--- src/rtl/hsvrgb_pkg.sv ---
// ----------------------------------------------------------------------------
// HSV to RGB converter package
// Shared defaults and the hue sector code used across the pipeline.
// ----------------------------------------------------------------------------
package hsvrgb_pkg;

  // Default fixed-point width of hue fraction, saturation and value
  localparam int FRAC_BITS_DEF    = 16;
  // Default width of one output color channel
  localparam int CHANNEL_BITS_DEF = 8;

  // One sixth of the hue circle, named by the colors at its two ends
  typedef enum logic [2:0] {
    SEC_R_Y = 3'd0,
    SEC_Y_G = 3'd1,
    SEC_G_C = 3'd2,
    SEC_C_B = 3'd3,
    SEC_B_M = 3'd4,
    SEC_M_R = 3'd5
  } sector_t;

endpackage

--- src/rtl/hsvrgb_prep.sv ---
// ----------------------------------------------------------------------------
// HSV to RGB input stage
// Clamps saturation and value, splits hue*6 into sector and fraction,
// and scales value by the full channel code.
// ----------------------------------------------------------------------------
module hsvrgb_prep #(
  parameter int FRAC_BITS    = hsvrgb_pkg::FRAC_BITS_DEF,
  parameter int CHANNEL_BITS = hsvrgb_pkg::CHANNEL_BITS_DEF
) (
  input  logic                              clk,
  input  logic                              rst,
  input  logic                              in_valid,
  input  logic [FRAC_BITS-1:0]              hue,
  input  logic [FRAC_BITS:0]                saturation,
  input  logic [FRAC_BITS:0]                brightness,
  output logic                              valid,
  output logic [FRAC_BITS:0]                sat,
  output logic [FRAC_BITS-1:0]              frac,
  output hsvrgb_pkg::sector_t               sector,
  output logic [FRAC_BITS+CHANNEL_BITS-1:0] vscale
);
  import hsvrgb_pkg::*;

  localparam logic [FRAC_BITS:0] ONE = {1'b1, {FRAC_BITS{1'b0}}};

  logic [FRAC_BITS:0]                s_clamp;
  logic [FRAC_BITS:0]                v_clamp;
  logic [FRAC_BITS+2:0]              hue_x6;
  logic [FRAC_BITS+CHANNEL_BITS:0]   v_ext;
  logic [FRAC_BITS+CHANNEL_BITS:0]   v_cmax;

  // Values above one saturate to one
  assign s_clamp = (saturation > ONE) ? ONE : saturation;
  assign v_clamp = (brightness > ONE) ? ONE : brightness;

  // hue * 6 as (hue << 2) + (hue << 1)
  assign hue_x6 = {1'b0, hue, 2'b00} + {2'b00, hue, 1'b0};

  // v * (2^C - 1) as (v << C) - v
  assign v_ext  = {{CHANNEL_BITS{1'b0}}, v_clamp};
  assign v_cmax = (v_ext << CHANNEL_BITS) - v_ext;

  always_ff @(posedge clk) begin
    if (rst) begin
      valid <= 1'b0;
    end else begin
      valid <= in_valid;
    end
  end

  always_ff @(posedge clk) begin
    sat    <= s_clamp;
    frac   <= hue_x6[FRAC_BITS-1:0];
    sector <= sector_t'(hue_x6[FRAC_BITS+2:FRAC_BITS]);
    vscale <= v_cmax[FRAC_BITS+CHANNEL_BITS-1:0];
  end

endmodule

--- config.mk ---
export PLATFORM = sky130hd
export DESIGN_NAME = hsvrgb_prep
export DESIGN_NICKNAME = d
export VERILOG_FILES = /design/src/rtl/hsvrgb_pkg.sv /design/src/rtl/hsvrgb_prep.sv
export SDC_FILE = /design/constraint.sdc
export NUM_CORES = 1
export LEC_CHECK = 0
export ABC_AREA = 1
export BUFFER_PORTS_ARGS = -buffer_cell sky130_fd_sc_hd__buf_2
export CORE_MARGIN = 10
export CORE_UTILIZATION = 45
export DETAILED_ROUTE_END_ITERATION = 8
export HOLD_SLACK_MARGIN = 0.15
export PLACE_DENSITY = 0.72
export SLEW_MARGIN = 20
export SYNTH_ARGS = -nofsm -noshare
export SYNTH_HDL_FRONTEND = slang
export SYNTH_SLANG_ARGS = --single-unit
--- constraint.sdc ---
create_clock -name clk -period 3.9 [get_ports clk]
set_input_delay 1.17 -clock clk [delete_from_list [all_inputs] [get_ports clk]]
set_output_delay 1.17 -clock clk [all_outputs]
set_load 0.05 [all_outputs]
==> impl_metrics.csv <==
group,metric,value,unit
worst_hold_path,hold_class,"input port to register",
yosys,yosysSeqAreaShare,39.69,%
run_status,status,"finished clean",
finish,n_antenna_cell,0,
timing,fmax,0.3011,GHz
timing,hold_violations,0,
clock_tree,cts_inserted_buffers,9,
worst_setup_path,critPathLaunch,"brightness[6]",
power_and_ir_drop,power,1.987,mW
yosys,synth-adder-area-share,11.00,%
yosys,yosys.area_share.simple,23.85,%
power_and_ir_drop,peakVddDrop,0.2338,mV
finish,drive_above_1_share,26.72,%
yosys,synth-xor-area-share,8.103,%
finish,final_nets,599,
global_routing,grt_overflow_total,0,
floorplanning,start_util,46.86,%
yosys,syn_inst,400,
clock_tree,cts_setup_buffers,0,
global_routing,antenna_found_initial,0,
detailed_routing,met1_length,3.350,mm
detailed_routing,ant_nets,0,
global_routing,grt_usage,15.09,%
finish,layout_commonest_cell,"buf_2",
place,pre_cts_ws,296.4,ps
worst_setup_path,crit_required,4120,ps
yosys,synth_top_family_by_area,"simple AND/OR/NAND/NOR gates",
timing,timing.final.crit_share,85.17,%
floorplanning,coreArea,6459,um^2
flow_run,max_cap_viol_count,0,
worst_hold_path,hold_end,"frac[1]$_DFF_P_",
place,io_buffers,112,
clock_tree,cts_root_buf,"clkbuf_8",
global_routing,grt_pass1_vias,2850,
yosys,synth_compound_area_share,8.516,%
clock_tree,h-tree-depth,3,
floorplanning,die_y,102.0,um
detailed_routing,dr_wl_met3,751,um
finish,fillCellCount,616,
detailed_routing,dr.pass1.iters,4,
worst_setup_path,critPathMaxStageDelay,410,ps
worst_setup_path,crit_buf_inv,2,
worst_setup_path,critPathMaxFanout,17,
floorplanning,io-pin-count,114,
floorplanning,die_w,102.0,um
detailed_routing,route.detailed.drc,0,
global_routing,grt_max_degree,18,
timing,finalMaxSlewViolations,0,
worst_setup_path,slowest_stage,"ha_1",
yosys,syn_nets,479,
yosys,synth_area,3027,um^2
worst_hold_path,hp-start,"hue[0]",
clock_tree,ctsResizeCount,0,
place,post-dp-hpwl,6.666,mm
timing,worst_pin_slew,547.6,ps
floorplanning,rows,29,
yosys,yosysWarnings,0,
finish,layout_common_cells,"buf_2 (112), nand2_1 (83), inv_1 (62)",
worst_setup_path,crit_path_cell_trace,"buf_2, nor2_1, nand2_1, nor2_1, nand2_1, nand2_2, nand2_1, ha_1, a21oi_1, inv_1, a21oi_1, nand2_1, nand2_1, nand2_1, nand2_1, nand2_1, nand2_1, nand2_1",
yosys,muxShareOfSynthArea,0,%
detailed_routing,vias_per_cell,4.739,
worst_hold_path,hold-path-cell-count,1,
finish,syn2layout_area_growth,27.90,%
clock_tree,clock_path_buffers,2,
clock_tree,cts_tree,"done",
clock_tree,clk_pin_slew_worst_paths,70,ps
clock_tree,holdBufCountCts,0,
timing,fin_ws,578.6,ps
detailed_routing,wl_met2,3.716,mm
floorplanning,die_area,10410,um^2
yosys,synth_cell_types,29,
worst_setup_path,crit_type,"input port to register",
timing,min_period,3321,ps
timing,rsz0062_at_grt,"false",
detailed_routing,highest_layer,"met4",
detailed_routing,drt_iter0_drc,118,
worst_setup_path,cp_top_family,"simple AND/OR/NAND/NOR gates",
power_and_ir_drop,p_leak,2.203,nW
yosys,synth-seq-cells,60,
worst_setup_path,crit_path_end_kind,"register",
detailed_routing,num_vias,2848,
yosys,syn_area_per_cell,7.567,um^2
power_and_ir_drop,power_density,513.3,nW/um^2
worst_setup_path,cp.arrival,3550,ps
timing,finalSetupViolations,0,
detailed_routing,detail_route.wl_per_cell,13.19,um
worst_setup_path,start_kind,"input port",
detailed_routing,drt-total-wl,7.928,mm
clock_tree,clock-sinks,60,
timing,tns,0,ps
global_routing,grt_pass1_wl,12.74,mm
timing,slew_headroom,63.11,%
place,gp_congestion,0.8803,
worst_setup_path,cp_common_cell,"nand2_1",
[cells by family (layout without fill, tap and decap cells)]
family / Yosys count / in the layout
buffers and inverters: 67 / 191
adders and majority gates: 26 / 26
DFF: 60 / 60
xor gates and xnor gates: 28 / 28
and+or+nand+nor: 172 / 172
AOI/OAI and AO/OA: 46 / 46
other: 1 / 1
[flip-flops by register name, indices dropped and copies added, names as in the netlist]
register and count:
valid 1, vscale 24, sat 17, sector 3, frac 15
[synthesized netlist by cell type, drive strengths merged]
cell     instances  share of area (%)
clkbuf           2               0.25
o21a             2               0.50
inv             62                7.7
xor2            21                6.1
buf              3               0.79
nand3           26                4.6
o21ai           14                2.4
a21o             1               0.25
nor4             3               0.62
o2111ai          2               0.58
nor3             3               0.50
xnor2            7                2.0
a21boi           2               0.50
ha              25                 10
fa               1               0.66
nand2           89                 12
conb             1               0.12
nor2            49                6.2
dfxtp           60                 40
nand4            2               0.41
a21oi           25                4.3
[report_power, final]
| group | internal [mW] | switching [mW] | total [mW] |
|---|---|---|---|
| sequential | 0.699 | 0.0195 | 0.718 |
| combinational | 0.171 | 0.513 | 0.684 |
| clock | 0.351 | 0.233 | 0.584 |
| total | 1.22 | 0.766 | 1.99 |
[metal layers]
layer	vias to the layer above	track usage, %
li1	1494	-
met3	9	5.668
met2	92	25.98
met1	1253	16.63
met5	-	0
met4	0	5.531
[worst max-delay path by stage]
stage          cells past startpoint                  to  slack, ps
6_report                          18  vscale[21]$_DFF_P_        580
5_1_grt                           18  vscale[21]$_DFF_P_        240
4_1_cts                           18  vscale[21]$_DFF_P_        650
3_5_place_dp                      18  vscale[21]$_DFF_P_        300
3_3_place_gp                      18  vscale[21]$_DFF_P_        380
2_1_floorplan                     18  vscale[17]$_DFF_P_        790
[area by class of cell]
class / instances / area, um^2 / share of cell area [%]
Inverter: 62 / 232.7 / 6.012
Timing Repair Buffer: 114 / 575.6 / 14.87
Clock buffer: 9 / 123.9 / 3.200
Clock inverter: 6 / 80.08 / 2.069
Multi-Input combinational cell: 273 / 1562 / 40.34
Sequential cell: 60 / 1201 / 31.03
Tap cell: 77 / 96.34 / 2.489
[per-stage QoR]
step	hold WS [ps]	util [%]	instances	cell area [um^2]
after floorplan	1198	-	400	3027
after global placement	1301	56.78	586	3667
after detailed placement	1302	56.78	586	3667
after CTS	947.5	59.94	601	3871
after global routing	946.3	59.94	601	3871
final	958.4	59.94	601	3871
Note: power is estimated with default switching activity, not from simulation.
