`src/rtl/hsvrgb_pkg.sv`:
```
// ----------------------------------------------------------------------------
// HSV to RGB converter package
// Shared defaults and the hue sector code used across the pipeline.
// ----------------------------------------------------------------------------
package hsvrgb_pkg;

  // Default fixed-point width of hue fraction, saturation and value
  localparam int FRAC_BITS_DEF    = 16;
  // Default width of one output color channel
  localparam int CHANNEL_BITS_DEF = 8;

  // One sixth of the hue circle, named by the colors at its two ends
  typedef enum logic [2:0] {
    SEC_R_Y = 3'd0,
    SEC_Y_G = 3'd1,
    SEC_G_C = 3'd2,
    SEC_C_B = 3'd3,
    SEC_B_M = 3'd4,
    SEC_M_R = 3'd5
  } sector_t;

endpackage

```
`src/rtl/hsvrgb_scale.sv`:
```
// ----------------------------------------------------------------------------
// HSV to RGB scale stage
// Multiplies scaled value by each weight and keeps the floored channel code.
// ----------------------------------------------------------------------------
module hsvrgb_scale #(
  parameter int FRAC_BITS    = hsvrgb_pkg::FRAC_BITS_DEF,
  parameter int CHANNEL_BITS = hsvrgb_pkg::CHANNEL_BITS_DEF
) (
  input  logic                              clk,
  input  logic                              rst,
  input  logic                              in_valid,
  input  hsvrgb_pkg::sector_t               in_sector,
  input  logic [FRAC_BITS+CHANNEL_BITS-1:0] vscale,
  input  logic [2*FRAC_BITS:0]              wp,
  input  logic [2*FRAC_BITS:0]              wq,
  input  logic [2*FRAC_BITS:0]              wt,
  output logic                              valid,
  output hsvrgb_pkg::sector_t               sector,
  output logic [CHANNEL_BITS-1:0]           cv,
  output logic [CHANNEL_BITS-1:0]           cp,
  output logic [CHANNEL_BITS-1:0]           cq,
  output logic [CHANNEL_BITS-1:0]           ct
);
  import hsvrgb_pkg::*;

  localparam int PW = 3*FRAC_BITS + CHANNEL_BITS + 1;

  logic [PW-1:0] prod_p;
  logic [PW-1:0] prod_q;
  logic [PW-1:0] prod_t;

  assign prod_p = PW'(vscale) * PW'(wp);
  assign prod_q = PW'(vscale) * PW'(wq);
  assign prod_t = PW'(vscale) * PW'(wt);

  always_ff @(posedge clk) begin
    if (rst) begin
      valid <= 1'b0;
    end else begin
      valid <= in_valid;
    end
  end

  // Drop 3*FRAC_BITS fraction bits; the v weight is exactly one
  always_ff @(posedge clk) begin
    sector <= in_sector;
    cv     <= vscale[FRAC_BITS+CHANNEL_BITS-1:FRAC_BITS];
    cp     <= prod_p[3*FRAC_BITS+CHANNEL_BITS-1:3*FRAC_BITS];
    cq     <= prod_q[3*FRAC_BITS+CHANNEL_BITS-1:3*FRAC_BITS];
    ct     <= prod_t[3*FRAC_BITS+CHANNEL_BITS-1:3*FRAC_BITS];
  end

endmodule

```
`config.mk`:
```
export PLATFORM = sky130hd
export DESIGN_NAME = hsvrgb_scale
export DESIGN_NICKNAME = d
export VERILOG_FILES = /design/src/rtl/hsvrgb_pkg.sv /design/src/rtl/hsvrgb_scale.sv
export SDC_FILE = /design/constraint.sdc
export NUM_CORES = 2
export LEC_CHECK = 0
export BUFFER_PORTS_ARGS = -buffer_cell sky130_fd_sc_hd__buf_2
export CORE_MARGIN = 8
export CORE_UTILIZATION = 45
export CTS_CLUSTER_DIAMETER = 100
export DETAILED_ROUTE_END_ITERATION = 16
export RECOVER_POWER = 25
export SYNTH_ARGS = -nofsm -noshare
export SYNTH_HDL_FRONTEND = slang
export SYNTH_SLANG_ARGS = --single-unit
```
`constraint.sdc`:
```
create_clock -name clk -period 8.1 [get_ports clk]
set_clock_uncertainty 0.05 [all_clocks]
set_input_delay 0.405 -clock clk [delete_from_list [all_inputs] [get_ports clk]]
set_output_delay 0.405 -clock clk [all_outputs]
set_load 0.01 [all_outputs]
```
==> flow_summary.html <==
<table>
<tr><th>Metric</th><th>Value</th></tr>
<tr><th colspan="2">Synth</th></tr>
<tr><td>Leading cell types by total area after synthesis</td><td>fa_1 56%, inv_1 12%, and2_1 10%</td></tr>
<tr><td>Most frequently used flop master after synthesis</td><td>dfxtp_1</td></tr>
<tr><td>Number of instances in the synthesized netlist</td><td>8156</td></tr>
<tr><td>Sequential element share of the synthesized area</td><td>0.987%</td></tr>
<tr><td>Mean instance size in the synthesized netlist</td><td>8.95 sq um</td></tr>
<tr><td>Post-synthesis net count</td><td>10800</td></tr>
<tr><td>Summed instance area of the synthesized netlist</td><td>73000 sq um</td></tr>
<tr><td>Number of synthesized register bits</td><td>36</td></tr>
<tr><td>Number of enable flip-flop cells after synthesis</td><td>0</td></tr>
<tr><td>Synth warnings</td><td>0</td></tr>
<tr><td>Area share of the leading cell type in the synthesized netlist</td><td>55.8%</td></tr>
<tr><td>FFs w/ async S/R, synth</td><td>0%</td></tr>
<tr><td>Yosys top cell by area</td><td>fa_1</td></tr>
<tr><td>Yosys cell types</td><td>55</td></tr>
<tr><th colspan="2">Clock network</th></tr>
<tr><td>Inserted Clock Buffers</td><td>5</td></tr>
<tr><td>Clock slew seen by the registers of the worst setup and hold paths</td><td>0.08 ns</td></tr>
<tr><td>Buffer levels on the longest clock path</td><td>2</td></tr>
<tr><td>Clock root cell</td><td>clkbuf_16</td></tr>
<tr><td>Number of buffers inserted by post-CTS setup repair</td><td>0</td></tr>
<tr><td>Cts hold-fix bufs</td><td>0</td></tr>
<tr><td>CTS sink count</td><td>36</td></tr>
<tr><td>H-tree Lvls</td><td>2</td></tr>
<tr><td>Clock tree from TritonCTS</td><td>yes</td></tr>
<tr><th colspan="2">Routing</th></tr>
<tr><td>Total wire length after detailed routing</td><td>214000 um</td></tr>
<tr><td>DR iter-0 viols</td><td>2996</td></tr>
<tr><td>Antenna-violating nets left</td><td>0</td></tr>
<tr><td>WL/cell</td><td>20.9 um</td></tr>
<tr><td>Count of TritonRoute iterations in the first routing pass</td><td>5</td></tr>
<tr><td>Via-to-Cell Ratio</td><td>5.16</td></tr>
<tr><td>Via count of the routed design</td><td>52800</td></tr>
<tr><td>DRC viols</td><td>0</td></tr>
<tr><th colspan="2">Timing</th></tr>
<tr><td>Post-layout min period</td><td>7.70 ns</td></tr>
<tr><td>Fin. max-slew vios</td><td>0</td></tr>
<tr><td>Unrepaired setup endpoints after global routing</td><td>false</td></tr>
<tr><td>Transition time at the pin with the least slew margin</td><td>0.966 ns</td></tr>
<tr><td>Maximum frequency from static timing analysis</td><td>0.130 GHz</td></tr>
<tr><td>Final number of setup-violating endpoints</td><td>0</td></tr>
<tr><td>Number of hold violations in the final report</td><td>0</td></tr>
<tr><td>Total Neg Setup Slack</td><td>0 ns</td></tr>
<tr><td>Relative slew slack</td><td>35.6%</td></tr>
<tr><td>Final cycle utilization of the critical path</td><td>95.0%</td></tr>
<tr><th colspan="2">GRT</th></tr>
<tr><td>Pin count of the biggest net entering global routing</td><td>63</td></tr>
<tr><td>Aggregate global routing overflow</td><td>0</td></tr>
<tr><td>Initial antenna violation count</td><td>21</td></tr>
<tr><td>Total routing resource utilization after global routing</td><td>25.3%</td></tr>
<tr><td>Global-route wire length before repair</td><td>343000 um</td></tr>
<tr><td>Number of global-route vias before repair</td><td>59600</td></tr>
<tr><th colspan="2">Placement</th></tr>
<tr><td>Global placement routability congestion</td><td>0.906</td></tr>
<tr><td>Port bufs</td><td>164</td></tr>
<tr><td>Half-perimeter wire length after placement</td><td>164000 um</td></tr>
<tr><th colspan="2">Setup path</th></tr>
<tr><td>Critical Setup Path Class</td><td>primary input to register</td></tr>
<tr><td>Largest driver fanout on the critical path</td><td>24</td></tr>
<tr><td>Data arrival time of the critical path</td><td>7.91 ns</td></tr>
<tr><td>Startpoint types</td><td>primary input</td></tr>
<tr><td>Critical path endpoint category</td><td>register</td></tr>
<tr><td>Required time at the worst-slack endpoint</td><td>8.31 ns</td></tr>
<tr><th colspan="2">Floorplanning</th></tr>
<tr><td>Std-Cell Rows</td><td>148</td></tr>
<tr><td>Die extent in x</td><td>419 um</td></tr>
<tr><td>Floorplan Core Area</td><td>162000 sq um</td></tr>
<tr><td>Height of the die</td><td>419 um</td></tr>
<tr><td>Total Die Area</td><td>175000 sq um</td></tr>
<tr><td>IO Pins</td><td>165</td></tr>
<tr><td>Starting utilization of the core area</td><td>45.1%</td></tr>
<tr><th colspan="2">Layout</th></tr>
<tr><td>Most common cell after layout, fill and taps aside</td><td>inv_1</td></tr>
<tr><td>Fraction of layout instances using a drive strength above 1</td><td>4.44%</td></tr>
<tr><td>Final Net Count</td><td>10700</td></tr>
<tr><td>Leading cell types in the layout, fill and taps excluded</td><td>2257 x inv_1, 2034 x fa_1, 1233 x nand2_1, 1178 x and2_1, 522 x ha_1</td></tr>
<tr><td>Area growth syn-to-layout</td><td>5.35%</td></tr>
<tr><th colspan="2">Min path</th></tr>
<tr><td>Worst Hold Class</td><td>primary input to register</td></tr>
<tr><th colspan="2">Run status</th></tr>
<tr><td>Outcome</td><td>finished clean</td></tr>
<tr><th colspan="2">Run</th></tr>
<tr><td>Max-cap viol count</td><td>0</td></tr>
</table>
cell type report:
type                    instances  area, sq um
flip-flops and latches         36          721
multi-input cells            5406        62100
diodes                         13         32.5
repair buffers                341         2680
well taps                    2175         2720
inverters                    2257         8470
clock buffers                   5          125
clock inverters                 3         46.3
fillers                     15700        84900
final timing paths:
kind | depth (start not counted) | slack, ns | endpoint | startpoint
worst max-delay path | 26 | 0.40 | cq[6]$_DFF_P_ | vscale[3]
worst min-delay path | 1 | 0.10 | sector[0]$_DFF_P_ | in_sector[0]
routing by layer:
metal,track usage [%],routed length (um)
met5,0,0
met4,7.94,7590
met3,3.34,14000
met2,43.3,105000
met1,33.5,87200
worst max-delay path, cell delays in order:
cell       delay (ns)
buf_4            0.42
buf_4            0.40
nand2_1          0.14
fa_1             0.58
inv_1            0.05
fa_1             0.47
inv_1            0.06
fa_1             0.49
fa_1             0.51
inv_1            0.05
fa_1             0.49
fa_1             0.49
inv_1            0.05
fa_1             0.47
inv_1            0.04
ha_1             0.28
nand4_1          0.16
nor3_2           0.45
nand2_1          0.13
o311ai_2         0.57
buf_4            0.25
o2111ai_1        0.17
nand3_1          0.21
nand3_1          0.11
a21bo_2          0.22
a21boi_0         0.15
flip-flops by register name, indices dropped and copies added, names as in the netlist:
| signal | flops |
|---|---|
| cp | 8 |
| cq | 8 |
| ct | 8 |
| cv | 8 |
| sector | 3 |
| valid | 1 |
metrics by stage:
step	utilization [%]	hold WS, ns	instances	area, sq um	setup slack (ns)
after global routing	47.5	0.0905	10200	76900	0.101
after floorplan	-	0.383	8156	73000	0.960
after CTS	47.5	0.0749	10200	76900	0.174
after detailed placement	47.4	0.460	10200	76700	-0.426
after global placement	47.4	0.457	10200	76700	-0.421
final	47.5	0.101	10200	76900	0.405
synth_stat cells, types with 3 or more instances:
cell type and instances:
o21ai_0 47, fa_1 2034, clkbuf_1 457, a211oi_1 11, and3_1 9, a21boi_0 4
inv_1 2257, a31oi_1 6, nand3_1 16, o21bai_1 7, o21a_1 13, and2_1 1178
or3_1 3, dfxtp_1 36, o22ai_1 3, a221oi_1 3, ha_1 522, o2111ai_1 4
a21o_1 46, nand2_1 1233, a2111oi_0 9, o211ai_1 11, nand4_1 26, a21oi_1 69
xor2_1 5, nand2b_1 5, nor2b_1 15, o221ai_1 3, nor3_1 19, xnor2_1 33
a211o_1 5, or2_2 3, nor2_1 34
kinds of logic after synthesis:
group | synth area share, %
buf+inv | 14.0
fa+ha+maj | 64.7
simple gates | 17.5
compound gates | 2.35
xor+xnor | 0.456
flops | 0.987
repair_timing:
action                                 CTS  global route
resized for setup                        1             2
cloned                                   0             0
setup endpoints to repair                2             1
endpoints found under the hold margin    0             0
Power is left out: the tool's default activity adds up to more than one toggle a clock period on the data nets, which glitch-free logic cannot reach.
