==> config.mk <==
export PLATFORM = sky130hd
export DESIGN_NAME = hsvrgb_weight
export DESIGN_NICKNAME = d
export VERILOG_FILES = /design/src/rtl/hsvrgb_pkg.sv /design/src/rtl/hsvrgb_weight.sv
export SDC_FILE = /design/constraint.sdc
export NUM_CORES = 1
export LEC_CHECK = 0
export ABC_AREA = 1
export BUFFER_PORTS_ARGS = -buffer_cell sky130_fd_sc_hd__buf_2
export CAP_MARGIN = 20
export CORE_MARGIN = 5
export CORE_UTILIZATION = 44
export CTS_CLUSTER_DIAMETER = 50
export DETAILED_ROUTE_END_ITERATION = 16
export HOLD_SLACK_MARGIN = 0.08
export PLACE_DENSITY = 0.67
export SYNTH_ARGS = -nofsm -noshare
export SYNTH_HDL_FRONTEND = slang
export SYNTH_SLANG_ARGS = --single-unit
==> constraint.sdc <==
create_clock -name clk -period 15.85 [get_ports clk]
set_clock_uncertainty 0.15 [all_clocks]
set_input_delay 0 -clock clk [delete_from_list [all_inputs] [get_ports clk]]
set_output_delay 0 -clock clk [all_outputs]
set_load 0.01 [all_outputs]
==> src/rtl/hsvrgb_pkg.sv <==
// ----------------------------------------------------------------------------
// HSV to RGB converter package
// Shared defaults and the hue sector code used across the pipeline.
// ----------------------------------------------------------------------------
package hsvrgb_pkg;

  // Default fixed-point width of hue fraction, saturation and value
  localparam int FRAC_BITS_DEF    = 16;
  // Default width of one output color channel
  localparam int CHANNEL_BITS_DEF = 8;

  // One sixth of the hue circle, named by the colors at its two ends
  typedef enum logic [2:0] {
    SEC_R_Y = 3'd0,
    SEC_Y_G = 3'd1,
    SEC_G_C = 3'd2,
    SEC_C_B = 3'd3,
    SEC_B_M = 3'd4,
    SEC_M_R = 3'd5
  } sector_t;

endpackage

==> src/rtl/hsvrgb_weight.sv <==
// ----------------------------------------------------------------------------
// HSV to RGB weight stage
// Forms the p, q and t weights at scale 2^(2*FRAC_BITS).
// ----------------------------------------------------------------------------
module hsvrgb_weight #(
  parameter int FRAC_BITS    = hsvrgb_pkg::FRAC_BITS_DEF,
  parameter int CHANNEL_BITS = hsvrgb_pkg::CHANNEL_BITS_DEF
) (
  input  logic                              clk,
  input  logic                              rst,
  input  logic                              in_valid,
  input  logic [FRAC_BITS:0]                sat,
  input  logic [FRAC_BITS-1:0]              frac,
  input  hsvrgb_pkg::sector_t               in_sector,
  input  logic [FRAC_BITS+CHANNEL_BITS-1:0] in_vscale,
  output logic                              valid,
  output hsvrgb_pkg::sector_t               sector,
  output logic [FRAC_BITS+CHANNEL_BITS-1:0] vscale,
  output logic [2*FRAC_BITS:0]              wp,
  output logic [2*FRAC_BITS:0]              wq,
  output logic [2*FRAC_BITS:0]              wt
);
  import hsvrgb_pkg::*;

  localparam logic [FRAC_BITS:0]   ONE   = {1'b1, {FRAC_BITS{1'b0}}};
  localparam logic [2*FRAC_BITS:0] W_ONE = {1'b1, {(2*FRAC_BITS){1'b0}}};

  logic [FRAC_BITS:0]     one_minus_f;
  logic [FRAC_BITS:0]     one_minus_s;
  logic [2*FRAC_BITS:0]   s_f;
  logic [2*FRAC_BITS+1:0] s_g;

  assign one_minus_f = ONE - {1'b0, frac};
  assign one_minus_s = ONE - sat;
  assign s_f         = {{FRAC_BITS{1'b0}}, sat} * {{(FRAC_BITS+1){1'b0}}, frac};
  assign s_g         = {{(FRAC_BITS+1){1'b0}}, sat} * {{(FRAC_BITS+1){1'b0}}, one_minus_f};

  always_ff @(posedge clk) begin
    if (rst) begin
      valid <= 1'b0;
    end else begin
      valid <= in_valid;
    end
  end

  // s*(1-f) never exceeds one, so its top bit is dropped
  always_ff @(posedge clk) begin
    sector <= in_sector;
    vscale <= in_vscale;
    wp     <= {one_minus_s, {FRAC_BITS{1'b0}}};
    wq     <= W_ONE - s_f;
    wt     <= W_ONE - s_g[2*FRAC_BITS:0];
  end

endmodule

==> impl_metrics.tcl, run 1 <==
set metrics [dict create \
    status "complete, no violations" \
    synth_fa_ha_area_frac 0.503 \
    clk_pin_slew_worst_paths_ns 0.09 \
    core-area_um2 52900 \
    synth_xor_area_frac 0.0185 \
    worstMarginPinSlew_ns 0.824 \
    ctsResizeCount 0 \
    diodes 0 \
    wl_um 62300 \
    cts_hold_buf 67 \
    async_flop_share 0 \
    die_x_um 242 \
    start_kind "primary input" \
    vias 19200 \
    cts_max_path_buffers 2 \
    relSlewSlack 0.447 \
    synth_cell_type_count 38 \
    cts_tree "yes" \
    use_met3 0.0352 \
    fin_crit_ns 6.88 \
    drt-pass1-iter-count 7 \
    layout-drive-gt1-share 0.0702 \
    areaGrowthSynthToFinish_pct 9.48 \
    top_usage_layer "met2" \
    ant_nets 0 \
    synth.avg_cell_area_um2 7.66 \
    cp_data_arrival_time_ns 7.05 \
    ys.flop_type "dfxtp_1" \
    required_ns 16.02 \
    grt_pass1_vias 19600 \
    hold_viol 0 \
    wl_per_cell_um 15.9 \
    cts-root-buf "clkbuf_16" \
    syn_inst 3079 \
    grt_max_degree 30 \
    syn_area_um2 23600 \
    synth_simple_gate_area_frac 0.195 \
    synth_compound_area_frac 0.0248 \
    fin_setup_tns_ns 0 \
    max-cap-violations 0 \
    hold_class "primary input to flip-flop" \
    synth_top_family_by_area "adder cells" \
    max_freq_mhz 145 \
    routabilityCongestion 0.945 \
    path_max_fanout 18 \
    pin_count 190 \
    overflow 0 \
    cts_sinks 110 \
    yosys_warnings 0 \
    cts_made_buffers 9 \
    rows 84 \
    seq_area_frac_synth 0.0934 \
    cts_max_level 3 \
    nNetsFinal 3971 \
    muxShareOfSynthArea 0 \
    detailed_place_hpwl_um 50800 \
    finalSetupViolCount 0 \
    ys_ff_latch 110 \
    die_h_um 242 \
    drtIter0Drc 1354 \
    rsz0062_at_grt "no" \
    io_buffers 173 \
    worst-setup-path-type "primary input to flip-flop" \
    start_util 0.446 \
    met2_usage 0.355 \
    synth-edff-count 0 \
    post_cts_buffers 0 \
    grtUsageTotal 0.218 \
    drv_slew 0 \
    via_per_inst 4.89 \
    route.detailed.drc 0 \
    endpoint_kind "flip-flop" \
    grtUsageMet1 0.306 \
    grt_antenna_before_repair 2 \
    period_share 0.434 \
    dieArea_um2 58300 \
    grt_pass1_wl_um 103000 \
]
worst paths after layout:
check,to,start,cells after the start
worst max-delay path,wt[21],frac[0],27
worst min-delay path,wq[1],frac[1],4
cells in the mapped netlist (12+ instances only):
| master | instances | share of area |
|---|---|---|
| ha_1 | 229 | 0.12 |
| buf_4 | 22 | 0.0070 |
| o21ai_0 | 32 | 0.0068 |
| dfxtp_1 | 110 | 0.093 |
| nand3_1 | 102 | 0.022 |
| xor2_1 | 41 | 0.015 |
| inv_1 | 867 | 0.14 |
| clkbuf_1 | 55 | 0.0088 |
| clkinv_1 | 12 | 0.0019 |
| a21oi_1 | 64 | 0.014 |
| nand4_1 | 37 | 0.0098 |
| buf_1 | 24 | 0.0038 |
| fa_1 | 449 | 0.38 |
| buf_2 | 14 | 0.0030 |
| nor2_1 | 224 | 0.036 |
| nand2_1 | 718 | 0.11 |
layout by cell type (no fill, tap or decap), types with 2 or more instances in the layout:
cell type / instances
a21oi_1: 64
and2_1: 3
buf_2: 173
buf_4: 2
clkbuf_16: 9
clkinv_1: 12
conb_1: 16
dfxtp_1: 110
dlygate4sd3_1: 67
fa_1: 449
ha_1: 229
inv_1: 867
inv_12: 3
inv_2: 10
inv_8: 2
nand2_1: 718
nand2_2: 4
nand2b_1: 3
nand3_1: 102
nand4_1: 37
nor2_1: 224
nor2_2: 4
nor2_4: 5
nor3_1: 9
nor3_2: 2
nor4_1: 6
o21ai_0: 32
o21ai_2: 2
o21bai_1: 10
or2_2: 4
xnor2_1: 7
xor2_1: 41
routing by layer:
layer	vias up	wire, um
met3	77	4360
met5	-	18
met2	645	28600
met1	9361	28000
li1	9105	-
met4	4	1330
cell families (layout without fill, tap and decap cells):
kind of cell,Yosys count,after routing
XOR/XNOR,49,49
adder cells (fa/ha/maj),678,678
other,1,16
AO/OA/AOI/OAI,110,110
flip-flops,110,110
AND/OR/NAND/NOR,1125,1125
buffers and inverters,1006,1147
critical path, cell delays in order:
cell and delay (ns):
dlygate4sd3_1 0.54, buf_2 0.24, inv_2 0.10, ha_1 0.25
nand4_1 0.17, nor2_2 0.15, nand4_1 0.09, nor2_1 0.48
nand3_1 0.45, nor2_1 0.23, fa_1 0.45, fa_1 0.48
fa_1 0.37, inv_1 0.08, fa_1 0.43, fa_1 0.49
inv_1 0.05, fa_1 0.47, inv_1 0.04, ha_1 0.36
nand2_1 0.12, nor2_1 0.25, inv_1 0.06, nor3_1 0.33
nand4_1 0.19, nand4_1 0.12, nand2_1 0.05
flip-flops by register name, indices dropped and copies added (netlist names):
signal and count:
wq 32, wt 33, wp 17, vscale 24
valid 1, sector 3
through the flow:
stage	hold slack [ns]	worst slack (ns)	util	area, um2	instances
floorplan	-0.122	10.20	-	23600	3094
global placement	-0.0478	9.26	0.470	24800	3840
detailed placement	-0.0464	9.16	0.470	24800	3840
CTS	0.114	9.07	0.488	25800	3923
global route	0.189	8.52	0.488	25800	3923
finish	0.145	8.97	0.488	25800	3923
layout make-up:
| type | instances | area [um2] |
|---|---|---|
| repair buffers | 242 | 1550 |
| clock buffers | 9 | 225 |
| well taps | 688 | 861 |
| multi-input cells | 1978 | 17500 |
| inverters | 889 | 3340 |
| fillers | 5178 | 27000 |
| clock inverters | 7 | 96.3 |
| flip-flops and latches | 110 | 2200 |
Power of run 1 is not shown: default switching activity piles up to over one toggle a cycle in this logic, so the estimate is an artifact.
==> inputs of run 2 (changes only) <==
Settings changed: PLACE_DENSITY 0.67 to 0.69.
Clock period 15.85 ns to 6.2 ns, I/O delays scaled along.
==> run 2 against run 1 <==
Effect of this change:
- critical path depth down 2
- utilization up 2.2 points
- design area up 4.6%
- critical path type unchanged
- largest cell class unchanged
==> impl_metrics.tcl, run 2 (synthesis gave the netlist of run 1 again) <==
set metrics [dict create \
    status "complete, no violations" \
    dieArea_um2 58300 \
    grtUsageMet1 0.306 \
    grt_antenna_before_repair 4 \
    clk_pin_slew_worst_paths_ns 0.10 \
    endpoint_kind "flip-flop" \
    drtIter0Drc 1472 \
    cts_max_path_buffers 2 \
    cts-root-buf "clkbuf_16" \
    relSlewSlack 0.483 \
    use_met3 0.0560 \
    io_buffers 173 \
    max-cap-violations 0 \
    met2_usage 0.364 \
    cts_max_level 3 \
    drt-pass1-iter-count 6 \
    regArea_um2 2200 \
    rows 84 \
    period_share 0.964 \
    path_max_fanout 11 \
    routabilityCongestion 0.962 \
    finalSetupViolCount 0 \
    areaGrowthSynthToFinish_pct 14.5 \
    worst-setup-path-type "primary input to flip-flop" \
    top_usage_layer "met2" \
    multi_input_area_um2 17500 \
    pin_count 190 \
    fill_cells 5117 \
    drv_slew 0 \
    grtUsageTotal 0.226 \
    layout_common_cells "inv_1, nand2_1, fa_1" \
    diodes 0 \
    fin_crit_ns 5.98 \
    required_ns 6.37 \
    cts_tree "yes" \
    cts_made_buffers 9 \
    start_util 0.446 \
    start_kind "primary input" \
    die_h_um 242 \
    wl_um 64700 \
    regMostFlops "wt" \
    reg_top3 "wt: 33 flops, wq: 32 flops, vscale: 24 flops" \
    ant_nets 0 \
    final_core_util 0.511 \
    vias 20000 \
    hold_viol 0 \
    max_freq_mhz 167 \
    cp_data_arrival_time_ns 6.15 \
    grt_pass1_wl_um 106000 \
    hold_class "primary input to flip-flop" \
    grt_pass1_vias 20400 \
    via_per_inst 4.91 \
    nNetsFinal 4119 \
    wl_per_cell_um 15.9 \
    layout_commonest_cell "inv_1" \
    core-area_um2 52900 \
    overflow 0 \
    route.detailed.drc 0 \
    post_cts_buffers 0 \
    grt_max_degree 28 \
    layout-drive-gt1-share 0.109 \
    rsz0062_at_grt "no" \
    detailed_place_hpwl_um 54400 \
    worstMarginPinSlew_ns 0.770 \
    die_x_um 242 \
    largest_reg_flops 33 \
    cts_sinks 110 \
]
## run 2: stage by stage
step	std cells	hold slack [ns]	TNS (ns)	setup WS (ns)	area, um2
final	4071	0.114	0	0.220	27000
after global routing	4071	0.100	0	0.000531	27000
after CTS	4071	0.0887	0	0.287	27000
after detailed placement	3980	-0.0464	-0.481	-0.154	25900
after global placement	3980	-0.0479	-0.0771	-0.0397	25900
after floorplan	3094	-0.122	0	0.549	23600
## run 2: worst max-delay path, cell delays in order
cell and delay (ns):
buf_2 0.12, inv_2 0.06, ha_1 0.39, nand4_1 0.20
nor2_2 0.23, nand2_2 0.11, o21ai_1 0.16, nand2_2 0.09
inv_2 0.19, nand2_1 0.11, fa_1 0.52, inv_1 0.06
fa_1 0.53, inv_1 0.05, fa_1 0.49, fa_1 0.43
fa_1 0.54, fa_1 0.43, ha_1 0.40, nand2_1 0.10
buf_4 0.15, nor4_1 0.45, nand3_1 0.17, nand3_1 0.11
nand2_1 0.06
## run 2: cell type report
class,count,area share
inverters,889,0.124
clock buffers,9,0.00834
multi-input cells,1978,0.650
repair buffers,390,0.101
flip-flops and latches,110,0.0815
clock inverters,7,0.00357
well taps,688,0.0319
## run 2: worst paths after layout
kind,start,to,slack [ns],cells past startpoint
worst min-delay path,in_vscale[21],vscale[21],0.11,2
worst max-delay path,frac[1],wt[30],0.22,25
## run 2: what timing repair did
item,in CTS,in global routing
endpoints found under the hold margin,44,0
gates resized for setup,0,1
hold buffers,75,0
endpoints found under the setup margin,0,2
## run 2: per-layer routing
| metal | share of wire | up-vias |
|---|---|---|
| met5 | 0.00079 | - |
| met4 | 0.026 | 8 |
| met3 | 0.092 | 138 |
| met2 | 0.46 | 774 |
| met1 | 0.42 | 9673 |
| li1 | - | 9398 |
Power of run 2 is left out for the same reason.
==> inputs of run 3 (changes only) <==
Settings changed: RECOVER_POWER set to 100.
==> run 3 against run 2 <==
Effect of this change:
- maximum frequency down 0.62%
- hold slack better by 0.028 ns
- cell count unchanged
- worst setup slack worse by 0.037 ns
- sequential cell count unchanged
- design area down 0.68%
- first-iteration DRC count up 6.0%
- via count down 0.58%
- wire length about the same
- non-clock buffer count unchanged
- die area unchanged
- critical path type unchanged
- largest cell class unchanged
==> impl_metrics.tcl, run 3 (synthesis gave the netlist of run 1 again) <==
set metrics [dict create \
    rows 84 \
    cp_common_cell "fa_1" \
    drtIter0Drc 1561 \
    rsz0062_at_grt "no" \
    path_buf_inv 6 \
    stdcell_count 4071 \
    grt_pass1_wl_um 106000 \
    fin_setup_tns_ns 0 \
    post_dp_cell_area_um2 25900 \
    die_x_um 242 \
    critical-path-top-delay-family "adder cells" \
    cts_made_buffers 9 \
    drt-pass1-iter-count 6 \
    ant_nets 0 \
    max-cap-violations 0 \
    cts_max_path_buffers 2 \
    via_per_inst 4.88 \
    areaGrowthSynthToFinish_pct 13.7 \
    relSlewSlack 0.275 \
    start_util 0.446 \
    placed_cells 3980 \
    nNetsFinal 4119 \
    wl_um 64700 \
    cpPeakStageDelay_ns 0.54 \
    regArea_um2 2200 \
    worst-setup-path-type "primary input to flip-flop" \
    fill_cells 5175 \
    grt_max_degree 28 \
    vias 19900 \
    finalSetupViolCount 0 \
    layout-drive-gt1-share 0.0712 \
    multi_input_area_um2 17500 \
    final_area_um2 26800 \
    worstMarginPinSlew_ns 1.09 \
    grt_antenna_before_repair 4 \
    hold_class "primary input to flip-flop" \
    core-area_um2 52900 \
    start_kind "primary input" \
    diodes 0 \
    crit_slowest_cell "fa_1" \
    grt_pass1_vias 20400 \
    endpoint_kind "flip-flop" \
    cp_data_arrival_time_ns 6.19 \
    required_ns 6.37 \
    whs_path_depth 2 \
    routabilityCongestion 0.962 \
    die_h_um 242 \
    cts-root-buf "clkbuf_16" \
    layout_common_cells "inv_1, nand2_1, fa_1" \
    path_max_fanout 11 \
    cts_sinks 110 \
    dieArea_um2 58300 \
    clk_pin_slew_worst_paths_ns 0.10 \
    period_share 0.971 \
    reg_top3 "wt: 33 flops, wq: 32 flops, vscale: 24 flops" \
    worstHoldStart "in_vscale[21]" \
    detailed_place_hpwl_um 54400 \
    overflow 0 \
    wl_per_cell_um 15.9 \
    pin_count 190 \
    grtUsageTotal 0.226 \
    hold_viol 0 \
    regMostFlops "wt" \
    io_buffers 173 \
    fin_crit_ns 6.02 \
    max_freq_mhz 166 \
    status "complete, no violations" \
    route.detailed.drc 0 \
    cts_max_level 3 \
    whs_endpoint "vscale[21]" \
    drv_slew 0 \
    final_core_util 0.507 \
    cts_tree "yes" \
    layout_commonest_cell "inv_1" \
    largest_reg_flops 33 \
]
## run 3: cell types whose count changed in the layout (fill, tap and decap cells not counted), moves of 2 or more
cell,before,now
buf_2,173,58
and2_1,3,1
clkbuf_4,0,3
and2_0,0,2
nor3_1,8,10
buf_4,138,129
nor3_2,3,1
nor2_2,4,2
clkbuf_1,0,121
nor2_1,224,226
## run 3: metal layers
layer | global-route usage | share of wire | vias up
li1 | - | - | 9398
met1 | 0.306 | 0.42 | 9592
met2 | 0.364 | 0.46 | 741
met3 | 0.0560 | 0.093 | 136
met4 | 0.0636 | 0.026 | 8
met5 | 0 | 0.00079 | -
## run 3: area by class of cell
| cell class | count | share of cell area |
|---|---|---|
| Clock inverter | 7 | 0.00359 |
| Clock buffer | 9 | 0.00840 |
| Inverter | 889 | 0.124 |
| Timing Repair Buffer | 390 | 0.0957 |
| Sequential cell | 110 | 0.0821 |
| Multi-Input combinational cell | 1978 | 0.654 |
| Tap cell | 688 | 0.0321 |
## run 3: what timing repair did
action | 4_1_cts | 5_1_grt
hold buffers | 75 | 0
gates resized for setup | 0 | 1
endpoints found under the hold margin | 44 | 0
endpoints found under the setup margin | 0 | 2
setup buffers | 0 | 0
## run 3: worst max-delay path by stage
stage	from	endpoint	slack [ns]	cells after the start
CTS	frac[1]	wt[30]	0.29	25
finish	frac[1]	wt[30]	0.18	25
detailed placement	frac[1]	wt[30]	-0.15	25
floorplan	frac[0]	wt[30]	0.55	29
global route	sat[2]	wt[31]	0.0006	25
global placement	frac[1]	wt[30]	-0.04	25
## run 3: through the flow
step	hold slack (ns)	setup slack (ns)
after floorplan	-0.122	0.549
after global placement	-0.0479	-0.0397
after detailed placement	-0.0464	-0.154
after CTS	0.0887	0.287
after global routing	0.124	0.000587
final	0.142	0.183
Power of run 3 is left out for the same reason.
